### src/sv/mcpr_pkg.sv
`timescale 1ns / 1ps
// ----------------------------------------------------------------------------
// mcpr_pkg
// Shared types and constants for the multichannel power ramp.
// ----------------------------------------------------------------------------
package mcpr_pkg;

	localparam int LEVEL_W      = 7;
	localparam int ACC_W        = 16;
	localparam int TICK_W       = 16;
	localparam int FRAC_BITS    = 9;
	localparam int REPORT_CH    = 4;
	localparam int NUM_CH_DEF   = 4;
	localparam int DIV_CNT_W    = $clog2(ACC_W + 1);

	localparam logic [LEVEL_W-1:0] MAX_LEVEL  = 7'd100;
	localparam logic [TICK_W-1:0]  TICKS_RST  = 16'd100;
	localparam logic [ACC_W-1:0]   ACC_MAX    = 16'hFFFF;

	// configuration register indexes
	localparam logic CFG_RISE_TICKS = 1'b0;
	localparam logic CFG_FALL_TICKS = 1'b1;

	typedef enum logic [3:0] {
		ACT_INC_ONE   = 4'd0,
		ACT_DEC_ONE   = 4'd1,
		ACT_INC_ALL   = 4'd2,
		ACT_DEC_ALL   = 4'd3,
		ACT_PREP_RISE = 4'd4,
		ACT_PREP_FALL = 4'd5,
		ACT_RISE_TICK = 4'd6,
		ACT_FALL_TICK = 4'd7,
		ACT_APPLY     = 4'd8,
		ACT_SET_ALL   = 4'd9
	} action_t;

	typedef struct packed {
		logic [LEVEL_W-1:0] target;
		logic [LEVEL_W-1:0] duty;
		logic [ACC_W-1:0]   acc;
		logic [ACC_W-1:0]   rise_inc;
		logic [ACC_W-1:0]   fall_dec;
	} chan_t;

	// per-channel qualifiers handed to the update logic
	typedef struct packed {
		logic sel;
		logic en;
	} chan_ctl_t;

endpackage

### src/sv/mcpr_serial_div.sv
`timescale 1ns / 1ps
// ----------------------------------------------------------------------------
// mcpr_serial_div
// Restoring divider, one quotient bit per cycle through a shift register.
// ----------------------------------------------------------------------------
module mcpr_serial_div (
	input  logic                        clk,
	input  logic                        arst_n,
	input  logic                        start,
	input  logic [mcpr_pkg::ACC_W-1:0]  dividend,
	input  logic [mcpr_pkg::ACC_W-1:0]  divisor,
	output logic                        done,
	output logic [mcpr_pkg::ACC_W-1:0]  quotient
);

	logic [mcpr_pkg::ACC_W:0]         rem_q;
	logic [mcpr_pkg::ACC_W-1:0]       quo_q;
	logic [mcpr_pkg::ACC_W-1:0]       div_q;
	logic [mcpr_pkg::DIV_CNT_W-1:0]   cnt_q;
	logic                             done_q;
	logic [mcpr_pkg::ACC_W:0]         trial;
	logic                             fits;

	assign trial = {rem_q[mcpr_pkg::ACC_W-1:0], quo_q[mcpr_pkg::ACC_W-1]};
	assign fits  = trial >= {1'b0, div_q};

	always_ff @(posedge clk or negedge arst_n) begin
		if (!arst_n) begin
			cnt_q  <= '0;
			done_q <= 1'b0;
		end else begin
			done_q <= 1'b0;
			if (start) begin
				cnt_q <= mcpr_pkg::DIV_CNT_W'(mcpr_pkg::ACC_W);
			end else if (cnt_q != '0) begin
				cnt_q  <= cnt_q - 1'b1;
				done_q <= (cnt_q == mcpr_pkg::DIV_CNT_W'(1));
			end
		end
	end

	always_ff @(posedge clk) begin
		if (start) begin
			rem_q <= '0;
			quo_q <= dividend;
			div_q <= divisor;
		end else if (cnt_q != '0) begin
			rem_q <= fits ? (trial - {1'b0, div_q}) : trial;
			quo_q <= {quo_q[mcpr_pkg::ACC_W-2:0], fits};
		end
	end

	assign done     = done_q;
	assign quotient = quo_q;

endmodule

### src/sv/mcpr_chan_alu.sv
`timescale 1ns / 1ps
// ----------------------------------------------------------------------------
// mcpr_chan_alu
// Next state of one channel for every action but the step division.
// ----------------------------------------------------------------------------
module mcpr_chan_alu (
	input  mcpr_pkg::action_t                 op,
	input  mcpr_pkg::chan_ctl_t               ctl,
	input  logic [mcpr_pkg::LEVEL_W-1:0]      level,
	input  mcpr_pkg::chan_t                   cur,
	output mcpr_pkg::chan_t                   nxt,
	output logic                              beep
);

	logic [mcpr_pkg::ACC_W:0]        sum;
	logic [mcpr_pkg::ACC_W-1:0]      acc_up;
	logic [mcpr_pkg::ACC_W-1:0]      acc_dn;
	logic [mcpr_pkg::LEVEL_W-1:0]    lvl_up;
	logic [mcpr_pkg::LEVEL_W-1:0]    lvl_dn;

	assign sum    = {1'b0, cur.acc} + {1'b0, cur.rise_inc};
	assign acc_up = sum[mcpr_pkg::ACC_W] ? mcpr_pkg::ACC_MAX : sum[mcpr_pkg::ACC_W-1:0];
	assign acc_dn = (cur.acc > cur.fall_dec) ? (cur.acc - cur.fall_dec) : '0;
	assign lvl_up = acc_up[mcpr_pkg::ACC_W-1:mcpr_pkg::FRAC_BITS];
	assign lvl_dn = acc_dn[mcpr_pkg::ACC_W-1:mcpr_pkg::FRAC_BITS];

	always_comb begin
		nxt  = cur;
		beep = 1'b0;
		case (op)
			mcpr_pkg::ACT_INC_ONE, mcpr_pkg::ACT_INC_ALL: begin
				if (ctl.sel || op == mcpr_pkg::ACT_INC_ALL) begin
					if (cur.target < mcpr_pkg::MAX_LEVEL) begin
						nxt.target = cur.target + 1'b1;
					end else begin
						nxt.target = mcpr_pkg::MAX_LEVEL;
						beep       = 1'b1;
					end
				end
			end
			mcpr_pkg::ACT_DEC_ONE, mcpr_pkg::ACT_DEC_ALL: begin
				if (ctl.sel || op == mcpr_pkg::ACT_DEC_ALL) begin
					if (cur.target != '0)
						nxt.target = cur.target - 1'b1;
					else
						beep = 1'b1;
				end
			end
			mcpr_pkg::ACT_PREP_RISE: begin
				nxt.acc = '0;
			end
			mcpr_pkg::ACT_PREP_FALL: begin
				nxt.acc = {cur.duty, {mcpr_pkg::FRAC_BITS{1'b0}}};
			end
			mcpr_pkg::ACT_RISE_TICK: begin
				if (ctl.en) begin
					nxt.acc = acc_up;
					// duty only follows while the ramp stays at or below target
					if (lvl_up <= cur.target)
						nxt.duty = lvl_up;
				end
			end
			mcpr_pkg::ACT_FALL_TICK: begin
				nxt.acc  = acc_dn;
				nxt.duty = (lvl_dn > mcpr_pkg::MAX_LEVEL) ? mcpr_pkg::MAX_LEVEL : lvl_dn;
			end
			mcpr_pkg::ACT_APPLY: begin
				if (ctl.en)
					nxt.duty = cur.target;
			end
			mcpr_pkg::ACT_SET_ALL: begin
				nxt.duty = (level > mcpr_pkg::MAX_LEVEL) ? mcpr_pkg::MAX_LEVEL : level;
			end
			default: begin
				nxt = cur;
			end
		endcase
	end

endmodule

### src/sv/multichannel_power_ramp.sv
`timescale 1ns / 1ps
// ----------------------------------------------------------------------------
// multichannel_power_ramp
// Soft-start ramp controller for NUM_CHANNELS PWM duty levels.
// ----------------------------------------------------------------------------
// One request is handled at a time, channel by channel. Actions other than
// prepare rise and prepare fall pass each channel through S_CHAN and then
// register the result from S_DONE; prepare rise and prepare fall also go
// through the single bit-serial divider that all channels share (per channel
// it is loaded, works through its 16 quotient bits and hands the quotient
// back). The input reopens in the same cycle that the result is registered,
// and a new request is taken while the previous result still waits on
// out_stall. A tick register written with zero divides as one.
module multichannel_power_ramp #(
	parameter int NUM_CHANNELS = mcpr_pkg::NUM_CH_DEF
) (
	input  logic                          clk,
	input  logic                          arst_n,
	input  logic                          cfg_wr_en,
	input  logic                          cfg_index,
	input  logic [mcpr_pkg::TICK_W-1:0]   cfg_data,
	input  logic                          in_valid,
	output logic                          in_stall,
	input  logic [3:0]                    action,
	input  logic [1:0]                    channel,
	input  logic [3:0]                    enable_mask,
	input  logic [mcpr_pkg::LEVEL_W-1:0]  level,
	output logic                          out_valid,
	input  logic                          out_stall,
	output logic [mcpr_pkg::LEVEL_W-1:0]  duty_ch0,
	output logic [mcpr_pkg::LEVEL_W-1:0]  duty_ch1,
	output logic [mcpr_pkg::LEVEL_W-1:0]  duty_ch2,
	output logic [mcpr_pkg::LEVEL_W-1:0]  duty_ch3,
	output logic [3:0]                    active_mask,
	output logic                          beep
);

	localparam int CH_W  = (NUM_CHANNELS > 1) ? $clog2(NUM_CHANNELS) : 1;
	localparam int CMP_W = (CH_W > 2) ? CH_W : 2;
	localparam int EXT_W = (NUM_CHANNELS > 4) ? NUM_CHANNELS : 4;
	localparam logic [CH_W-1:0] LAST_CH = CH_W'(NUM_CHANNELS - 1);

	typedef enum logic [1:0] {
		S_IDLE,
		S_CHAN,
		S_DIV,
		S_DONE
	} state_t;

	state_t                          state_q;
	logic [CH_W-1:0]                 ch_q;
	mcpr_pkg::action_t               act_q;
	logic [1:0]                      chan_sel_q;
	logic [3:0]                      mask_q;
	logic [mcpr_pkg::LEVEL_W-1:0]    level_q;
	logic                            beep_acc_q;
	logic [mcpr_pkg::TICK_W-1:0]     rise_ticks_q;
	logic [mcpr_pkg::TICK_W-1:0]     fall_ticks_q;

	logic                            out_valid_q;
	logic [mcpr_pkg::LEVEL_W-1:0]    duty_out_q [mcpr_pkg::REPORT_CH];
	logic [3:0]                      active_q;
	logic                            beep_q;

	mcpr_pkg::chan_t                 chans_q [NUM_CHANNELS];
	mcpr_pkg::chan_t                 cur;
	mcpr_pkg::chan_t                 nxt;
	mcpr_pkg::chan_ctl_t             ctl;
	logic                            alu_beep;
	logic [EXT_W-1:0]                mask_ext;
	logic                            is_div;
	logic                            last_ch;
	logic                            div_start;
	logic                            div_done;
	logic [mcpr_pkg::ACC_W-1:0]      div_num;
	logic [mcpr_pkg::ACC_W-1:0]      div_den;
	logic [mcpr_pkg::ACC_W-1:0]      div_quo;
	logic [mcpr_pkg::LEVEL_W-1:0]    rep_duty [mcpr_pkg::REPORT_CH];
	logic [3:0]                      rep_active;
	logic                            out_free;

	assign cur      = chans_q[ch_q];
	assign mask_ext = EXT_W'(mask_q);
	assign ctl      = {(CMP_W'(ch_q) == CMP_W'(chan_sel_q)), mask_ext[ch_q]};
	assign is_div   = (act_q == mcpr_pkg::ACT_PREP_RISE) || (act_q == mcpr_pkg::ACT_PREP_FALL);
	assign last_ch  = (ch_q == LAST_CH);
	assign out_free = !out_valid_q || !out_stall;

	mcpr_chan_alu u_alu (
		.op    (act_q),
		.ctl   (ctl),
		.level (level_q),
		.cur   (cur),
		.nxt   (nxt),
		.beep  (alu_beep)
	);

	assign div_start = (state_q == S_CHAN) && is_div;
	assign div_num   = (act_q == mcpr_pkg::ACT_PREP_RISE) ?
	                   {cur.target, {mcpr_pkg::FRAC_BITS{1'b0}}} :
	                   {cur.duty, {mcpr_pkg::FRAC_BITS{1'b0}}};
	always_comb begin
		if (act_q == mcpr_pkg::ACT_PREP_RISE)
			div_den = (rise_ticks_q == '0) ? mcpr_pkg::ACC_W'(1) : rise_ticks_q;
		else
			div_den = (fall_ticks_q == '0) ? mcpr_pkg::ACC_W'(1) : fall_ticks_q;
	end

	mcpr_serial_div u_div (
		.clk      (clk),
		.arst_n   (arst_n),
		.start    (div_start),
		.dividend (div_num),
		.divisor  (div_den),
		.done     (div_done),
		.quotient (div_quo)
	);

	// absent channels report zero
	for (genvar g = 0; g < mcpr_pkg::REPORT_CH; g++) begin : g_rep
		if (g < NUM_CHANNELS) begin : g_on
			assign rep_duty[g] = chans_q[g].duty;
		end else begin : g_off
			assign rep_duty[g] = '0;
		end
		assign rep_active[g] = (rep_duty[g] != '0);
	end

	always_ff @(posedge clk or negedge arst_n) begin
		if (!arst_n) begin
			rise_ticks_q <= mcpr_pkg::TICKS_RST;
			fall_ticks_q <= mcpr_pkg::TICKS_RST;
		end else if (cfg_wr_en) begin
			case (cfg_index)
				mcpr_pkg::CFG_RISE_TICKS: rise_ticks_q <= cfg_data;
				mcpr_pkg::CFG_FALL_TICKS: fall_ticks_q <= cfg_data;
				default: ;
			endcase
		end
	end

	always_ff @(posedge clk or negedge arst_n) begin
		if (!arst_n) begin
			for (int i = 0; i < NUM_CHANNELS; i++)
				chans_q[i] <= '0;
		end else if (state_q == S_CHAN) begin
			chans_q[ch_q] <= nxt;
		end else if (state_q == S_DIV && div_done) begin
			if (act_q == mcpr_pkg::ACT_PREP_RISE)
				chans_q[ch_q].rise_inc <= div_quo;
			else
				chans_q[ch_q].fall_dec <= div_quo;
		end
	end

	always_ff @(posedge clk or negedge arst_n) begin
		if (!arst_n) begin
			state_q     <= S_IDLE;
			ch_q        <= '0;
			act_q       <= mcpr_pkg::ACT_INC_ONE;
			chan_sel_q  <= '0;
			mask_q      <= '0;
			level_q     <= '0;
			beep_acc_q  <= 1'b0;
			out_valid_q <= 1'b0;
			active_q    <= '0;
			beep_q      <= 1'b0;
			for (int i = 0; i < mcpr_pkg::REPORT_CH; i++)
				duty_out_q[i] <= '0;
		end else begin
			if (out_valid_q && !out_stall && state_q != S_DONE)
				out_valid_q <= 1'b0;
			case (state_q)
				S_IDLE: begin
					if (in_valid) begin
						act_q      <= mcpr_pkg::action_t'(action);
						chan_sel_q <= channel;
						mask_q     <= enable_mask;
						level_q    <= level;
						ch_q       <= '0;
						beep_acc_q <= 1'b0;
						state_q    <= S_CHAN;
					end
				end
				S_CHAN: begin
					beep_acc_q <= beep_acc_q | alu_beep;
					if (is_div) begin
						state_q <= S_DIV;
					end else if (last_ch) begin
						state_q <= S_DONE;
					end else begin
						ch_q <= ch_q + 1'b1;
					end
				end
				S_DIV: begin
					if (div_done) begin
						if (last_ch) begin
							state_q <= S_DONE;
						end else begin
							ch_q    <= ch_q + 1'b1;
							state_q <= S_CHAN;
						end
					end
				end
				S_DONE: begin
					if (out_free) begin
						for (int i = 0; i < mcpr_pkg::REPORT_CH; i++)
							duty_out_q[i] <= rep_duty[i];
						active_q    <= rep_active;
						beep_q      <= beep_acc_q;
						out_valid_q <= 1'b1;
						state_q     <= S_IDLE;
					end
				end
				default: begin
					state_q <= S_IDLE;
				end
			endcase
		end
	end

	assign in_stall    = (state_q != S_IDLE);
	assign out_valid   = out_valid_q;
	assign duty_ch0    = duty_out_q[0];
	assign duty_ch1    = duty_out_q[1];
	assign duty_ch2    = duty_out_q[2];
	assign duty_ch3    = duty_out_q[3];
	assign active_mask = active_q;
	assign beep        = beep_q;

endmodule

### config.mk
export PLATFORM = sky130hd
export DESIGN_NAME = multichannel_power_ramp
export DESIGN_NICKNAME = d
export VERILOG_FILES = /design/src/sv/mcpr_pkg.sv /design/src/sv/mcpr_serial_div.sv /design/src/sv/mcpr_chan_alu.sv /design/src/sv/multichannel_power_ramp.sv
export SDC_FILE = /design/constraint.sdc
export NUM_CORES = 1
export LEC_CHECK = 0
export ABC_AREA = 1
export BUFFER_PORTS_ARGS = -buffer_cell sky130_fd_sc_hd__buf_4
export CORE_AREA = 5 5 260 262
export CTS_CLUSTER_SIZE = 10
export DETAILED_ROUTE_END_ITERATION = 10
export DIE_AREA = 0 0 265 267
export GPL_ROUTABILITY_DRIVEN = 0
export PLACE_DENSITY_LB_ADDON = 0.3
export REMOVE_ABC_BUFFERS = 1
export SETUP_SLACK_MARGIN = 0.1
export SYNTH_ARGS = -nofsm -noshare
export SYNTH_HDL_FRONTEND = slang
export SYNTH_SLANG_ARGS = --single-unit
### constraint.sdc
create_clock -name clk -period 5.5 [get_ports clk]
set_input_delay 0.55 -clock clk [delete_from_list [all_inputs] [get_ports clk]]
set_output_delay 0.55 -clock clk [all_outputs]
set_load 0.01 [all_outputs]
# == Word-level counts from Yosys, hierarchy flattened ==
# Cells that the tools add are included.
# word_totals
latchBits,0
regBits,390
ram_bits,0
output_inout_bits,35
memories,0
elab_cells,180
rom_bits,0
input_bits,39
# op_classes
magnitude_cmp,9
bitwise,3
div,0
eq_ne,21
mux,64
n_addsub,7
n_mul,0
n_reduce_logical,35
n_shift,0
# op_table
op,n
248-bit bitwise mux,3
248-bit two-way mux,3
62-bit demux with 2-bit select,3
62-bit two-way mux,3
16-bit two-way mux,10
62-bit binary-select mux with 2-bit select,1
16-bit case mux with 4 select lines,1
7-bit two-way mux,8
7-bit nonzero test,5
16-bit zero test,2
32-bit two-way mux,1
16-bit subtractor,2
7-bit case mux with 4 select lines,1
23-bit two-way mux,1
2-bit two-way mux,10
16-bit by 16-bit adder with 17-bit output,1
17-bit by 16-bit greater-or-equal comparator with 1-bit output,1
"4-bit by 3-bit == test with 1-bit output, second input constant",4
16-bit greater-than comparator,1
"7-bit greater-than comparator, second input constant",2
7-bit case mux with 2 select lines,1
1-bit two-way mux,11
5-bit two-way mux,2
2-bit AND reduction,5
36 further kinds,57

# == Depth between registers and ports, before layout ==
# depth
depth_word,12
depth_mapped,34
ltp_nobuf,30

# == By module ==
# From an unflattened synthesis, not the netlist that was laid out.
# unflattened
hier_cells,3569
hier_area_um2,24662.4
# modules_own_cells
module,instances,cells_per_inst,area_each_um2,seq_area_each_um2
multichannel_power_ramp,1,2415,17544.3,8415.6
mcpr_chan_alu,1,709,3799.9,0.0
mcpr_serial_div,1,445,3318.2,1431.4

# == Worst setup path before layout ==
# Ideal clock, no wire load.
# synth_path
path_type,reg-to-reg
startpoint,register ch_q[0]
endpoint,register chans_q[110] (netlist bit)
synth_period_minus_slack_ns,4.386
t_arrival_ns,4.253
path_slack_ns,1.114
t_required_ns,5.367
stages_incl_launch_ff,32
cell_sequence,dfrtp_1 buf_4 buf_4 buf_2 buf_1 nand2_1 nand3_1 nand2_1 inv_1 ha_1 fa_1 nand3_1 nand3_1 nand2_1 nand3_2 nand3_1 nand2_1 inv_2 nand3_1 ha_1 inv_1 nor3_1 nand2_1 nand3_1 nand2_1 nand2_1 buf_2 a21oi_1 a21oi_1 nand2_1 nand2_1 a21oi_1
# synth_via
elab_chain_cells,12
elab_cells_between_ends,31
# synth_lines
item,line_no,source
from (decl),multichannel_power_ramp.sv:51,logic [CH_W-1:0] ch_q;
from (signal assigned),multichannel_power_ramp.sv:192,ch_q <= ch_q + 1'b1;
from (signal assigned),multichannel_power_ramp.sv:200,ch_q <= ch_q + 1'b1;
2-bit NOT with 3-bit output (implied by the code),-,
62-bit binary-select mux with 2-bit select,multichannel_power_ramp.sv:82,assign cur = chans_q[ch_q];
62-bit two-way mux (implied by the code) (2 in a row),multichannel_power_ramp.sv:82,
16-bit by 16-bit adder with 17-bit output,mcpr_chan_alu.sv:21,"assign sum = {1'b0, cur.acc} + {1'b0, cur.rise_inc};"
16-bit two-way mux,mcpr_chan_alu.sv:22,assign acc_up = sum[mcpr_pkg::ACC_W] ? mcpr_pkg::ACC_MAX : sum[mcpr_pkg::ACC_W-1:0];
7-bit <= comparator,mcpr_chan_alu.sv:59,if (lvl_up <= cur.target)
7-bit two-way mux,mcpr_chan_alu.sv:59,
23-bit two-way mux,mcpr_chan_alu.sv:56,if (ctl.en) begin
7-bit case mux with 4 select lines,mcpr_chan_alu.sv:30,case (op)
248-bit bitwise mux,multichannel_power_ramp.sv:147,chans_q[ch_q] <= nxt;
248-bit two-way mux *,multichannel_power_ramp.sv:146,end else if (state_q == S_CHAN) begin
"to (signal, indexed assignment)",multichannel_power_ramp.sv:147,
to (decl),multichannel_power_ramp.sv:65,mcpr_pkg::chan_t chans_q [NUM_CHANNELS];
# Every way passes the cells marked *; elsewhere a longest branch is shown, timed or not. The select of a mux whose other input is x is not followed.
# A chain may end at the register's enable or synchronous reset.

# == Worst setup path in the final report ==
# layout_path
startpoint,register ch_q[0]
endpoint,register chans_q[50] (netlist bit)
# Same word-level chain as after synthesis.

==> flow_metrics.env <==
export IMPL_status="complete, but fails checks"
export IMPL_violations="hold timing"
export IMPL_htree_levels=2
export IMPL_numCtsBuffers=47
export IMPL_yosysMostFrequentCell="nand2_1"
export IMPL_p_leak_nw=12.2
export IMPL_syn_avg_cell_area_um2=7.71
export IMPL_end_kind="register"
export IMPL_route_detailed_drc=0
export IMPL_dr_total_vias=19900
export IMPL_drive_gt1_frac=0.0878
export IMPL_reg2reg_setup_slack_ps=510
export IMPL_antenna_found_initial=0
export IMPL_insertedDiodeCount=0
export IMPL_yosysTopAreaCell="dfrtp_1"
export IMPL_synthToLayoutAreaGrowth_pct=12.3
export IMPL_ys_ff_latch=390
export IMPL_cts_hold_buf=0
export IMPL_routedWlPerCell_um=18.4
export IMPL_synth_edf_count=32
export IMPL_track_usage=0.194
export IMPL_startpoint_type="register"
export IMPL_port_buffers=73
export IMPL_slew_headroom=0.179
export IMPL_p_total_mw=6.04
export IMPL_viasPerCell=5.22
export IMPL_fin_crit_sh=0.906
export IMPL_drtIter0Drc=1772
export IMPL_synth_top_cell_area_share=0.375
export IMPL_rsz0062_at_grt="false"
export IMPL_synth_xor_area_share=0.0137
export IMPL_timing_rr_end="chans_q[50]$_DFFE_PN0P_"
export IMPL_cts_buffer_depth=3
export IMPL_setup_viol_count_final=0
export IMPL_reg2reg_depth=23
export IMPL_clk_latency_ps=600
export IMPL_maxCapViolations=0
export IMPL_yosys_top_cells_count="846 x nand2_1, 336 x dfrtp_1, 251 x inv_1"
export IMPL_grt_pass1_vias=19110
export IMPL_grt_max_degree=143
export IMPL_fin_worst_skew_ps=34.3
export IMPL_grt_overflow=0
export IMPL_yosysUniqueCellTypes=63
export IMPL_nets=3030
export IMPL_async_reset_ff_frac=0.877
export IMPL_drtAntennaViolNets=0
export IMPL_worst_slew_pin_slew_ps=1230
export IMPL_setup_tns_final_ps=0
export IMPL_synth_flop_cell="dfrtp_1"
export IMPL_die_h_um=267
export IMPL_postSynthCellCount=2909
export IMPL_grt_pass1_wl_mm=111
export IMPL_io_pins=74
export IMPL_crit_arrival_ps=5400
export IMPL_postCtsResizedCells=0
export IMPL_worstPathMaxFanout=24
export IMPL_synth_top_family_by_area="simple AND/OR/NAND/NOR gates"
export IMPL_setup_ws_ps=515
export IMPL_hpwl_mm=46.7
export IMPL_synth_compound_area_share=0.168
export IMPL_crit_required_ps=5910
export IMPL_synth_simple_gate_area_frac=0.230
export IMPL_postCtsSetupRepairBufs=0
export IMPL_syn_area_um2=22400
export IMPL_worst_hold_slack_ps=-4.33
export IMPL_muxShareOfSynthArea=0.0339
export IMPL_wirelength_mm=70.1
export IMPL_fp_row_count=94
export IMPL_synth_sequential_area_ratio=0.439
export IMPL_fmax_mhz=201
export IMPL_min_period_ps=4990
export IMPL_r2r_start="ch_q[0]$_DFFE_PN0P_"
export IMPL_powerDensity_nw_per_um2=240
export IMPL_hold_viol=9
export IMPL_pre_cts_ws_ps=425
export IMPL_synthAdderAreaFrac=0.0412
export IMPL_root_buffer="clkbuf_16"
export IMPL_fp_dieArea_um2=70800
export IMPL_die_w_um=265
export IMPL_synth_area_top_cells="dfrtp_1 37%, nand2_1 14%, a21oi_1 5.3%"
export IMPL_start_util=0.344
export IMPL_ir_drop_v=0.000181
export IMPL_cts_tree="yes"
export IMPL_criticalPathCategory="reg2reg"
export IMPL_hold_class="in2async"
export IMPL_maxSlewViolCount=0
export IMPL_numClockSinks=390
export IMPL_fp_coreArea_um2=65200
export IMPL_path_clk_slew_ps=60
export IMPL_ys_warn_count=0
export IMPL_first_pass_iters=5
==> state kept, by name (all words and copies together) (netlist names), 2 cells and up <==
signal / count
u_div.div_q: 16
u_div.quotient: 16
duty_ch3: 7
chan_sel_q: 2
duty_ch0: 7
active_mask: 4
u_div.rem_q: 16
u_div.cnt_q: 5
mask_ext: 4
chans_q: 248
duty_ch2: 7
ch_q: 2
rise_ticks_q: 16
state_q: 2
level_q: 7
duty_ch1: 7
act_q: 4
fall_ticks_q: 16
==> cell usage in the layout (no fill, tap or decap), drive strengths merged, types with 3 or more instances in the layout <==
cell    instances
a21o            3
a21oi         237
a31oi           5
a32oi           9
a41oi           3
buf           111
clkbuf         75
clkinv          3
dfrtp         336
dfstp           6
dfxtp          16
edfxtp         32
fa              3
ha             69
inv           265
mux2           64
mux2i           4
nand2         854
nand3         119
nand3b         10
nand4          15
nor2          232
nor3           15
nor4           13
o211ai         22
o21ai         228
o21bai          6
o22ai         139
o31ai           4
or2             3
xnor2          16
xor2           19
==> report_power, final <==
part | internal, mW | switching, mW | leakage (nW)
Combinational | 0.0425 | 0.0912 | 6.48
Sequential | 2.94 | 0.0270 | 5.01
Clock | 1.71 | 1.24 | 0.692
==> through the flow <==
| stage | std cells | utilization | area [µm²] |
|---|---|---|---|
| 3_5_place_dp | 3734 | 0.364 | 23700 |
| 2_1_floorplan | 2759 | - | 21700 |
| 6_report | 3813 | 0.387 | 25200 |
| 5_1_grt | 3813 | 0.387 | 25200 |
| 4_1_cts | 3813 | 0.386 | 25200 |
| 3_3_place_gp | 3734 | 0.364 | 23700 |
==> worst max path at each step <==
stage                                   end  slack, ps                 from  depth (start not counted)
global placement    chans_q[50]$_DFFE_PN0P_        500  ch_q[0]$_DFFE_PN0P_                         25
global route        chans_q[50]$_DFFE_PN0P_        120  ch_q[0]$_DFFE_PN0P_                         25
finish              chans_q[50]$_DFFE_PN0P_        510  ch_q[0]$_DFFE_PN0P_                         23
detailed placement  chans_q[50]$_DFFE_PN0P_        420  ch_q[0]$_DFFE_PN0P_                         25
CTS                 chans_q[50]$_DFFE_PN0P_        400  ch_q[0]$_DFFE_PN0P_                         25
floorplan           chans_q[50]$_DFFE_PN0P_      -2090  ch_q[0]$_DFFE_PN0P_                         27
==> metal layers <==
metal	share of wire	wire length (µm)	GRT usage
met3	0.070	4910	0.0282
met2	0.44	30900	0.302
met1	0.45	31800	0.278
met5	0	0	0
met4	0.036	2540	0.0692
==> cell type report <==
cell class / count / area (µm²)
fillers: 6850 / 40000
inverters: 264 / 996
flip-flops and latches: 390 / 9850
clock inverters: 4 / 35.0
multi-input cells: 2105 / 10900
clock buffers: 75 / 1380
repair buffers: 111 / 915
well taps: 864 / 1080
==> kinds of logic after synthesis <==
kind of cell    count (synthesis)
mux                            68
compound gates                666
xor+xnor                       35
buf+inv                       414
fa+ha+maj                      72
simple gates                 1264
flops                         390
==> worst max-delay path, stage by stage, from the launching register on <==
cell	delay (ps)
dfrtp_4	610
inv_6	250
buf_4	240
nand2_1	70
a32oi_1	420
ha_1	370
a21oi_1	210
o21ai_0	130
a21oi_1	160
nand2_1	230
inv_2	250
nand3_1	160
ha_1	360
a21oi_1	140
nand3b_1	110
nand3_1	70
nand2_1	70
nand2_1	210
inv_1	200
nand3_1	90
a21oi_1	180
nand2_1	90
nand2_2	100
a21oi_1	70
Power figures use the tool's default switching activity.
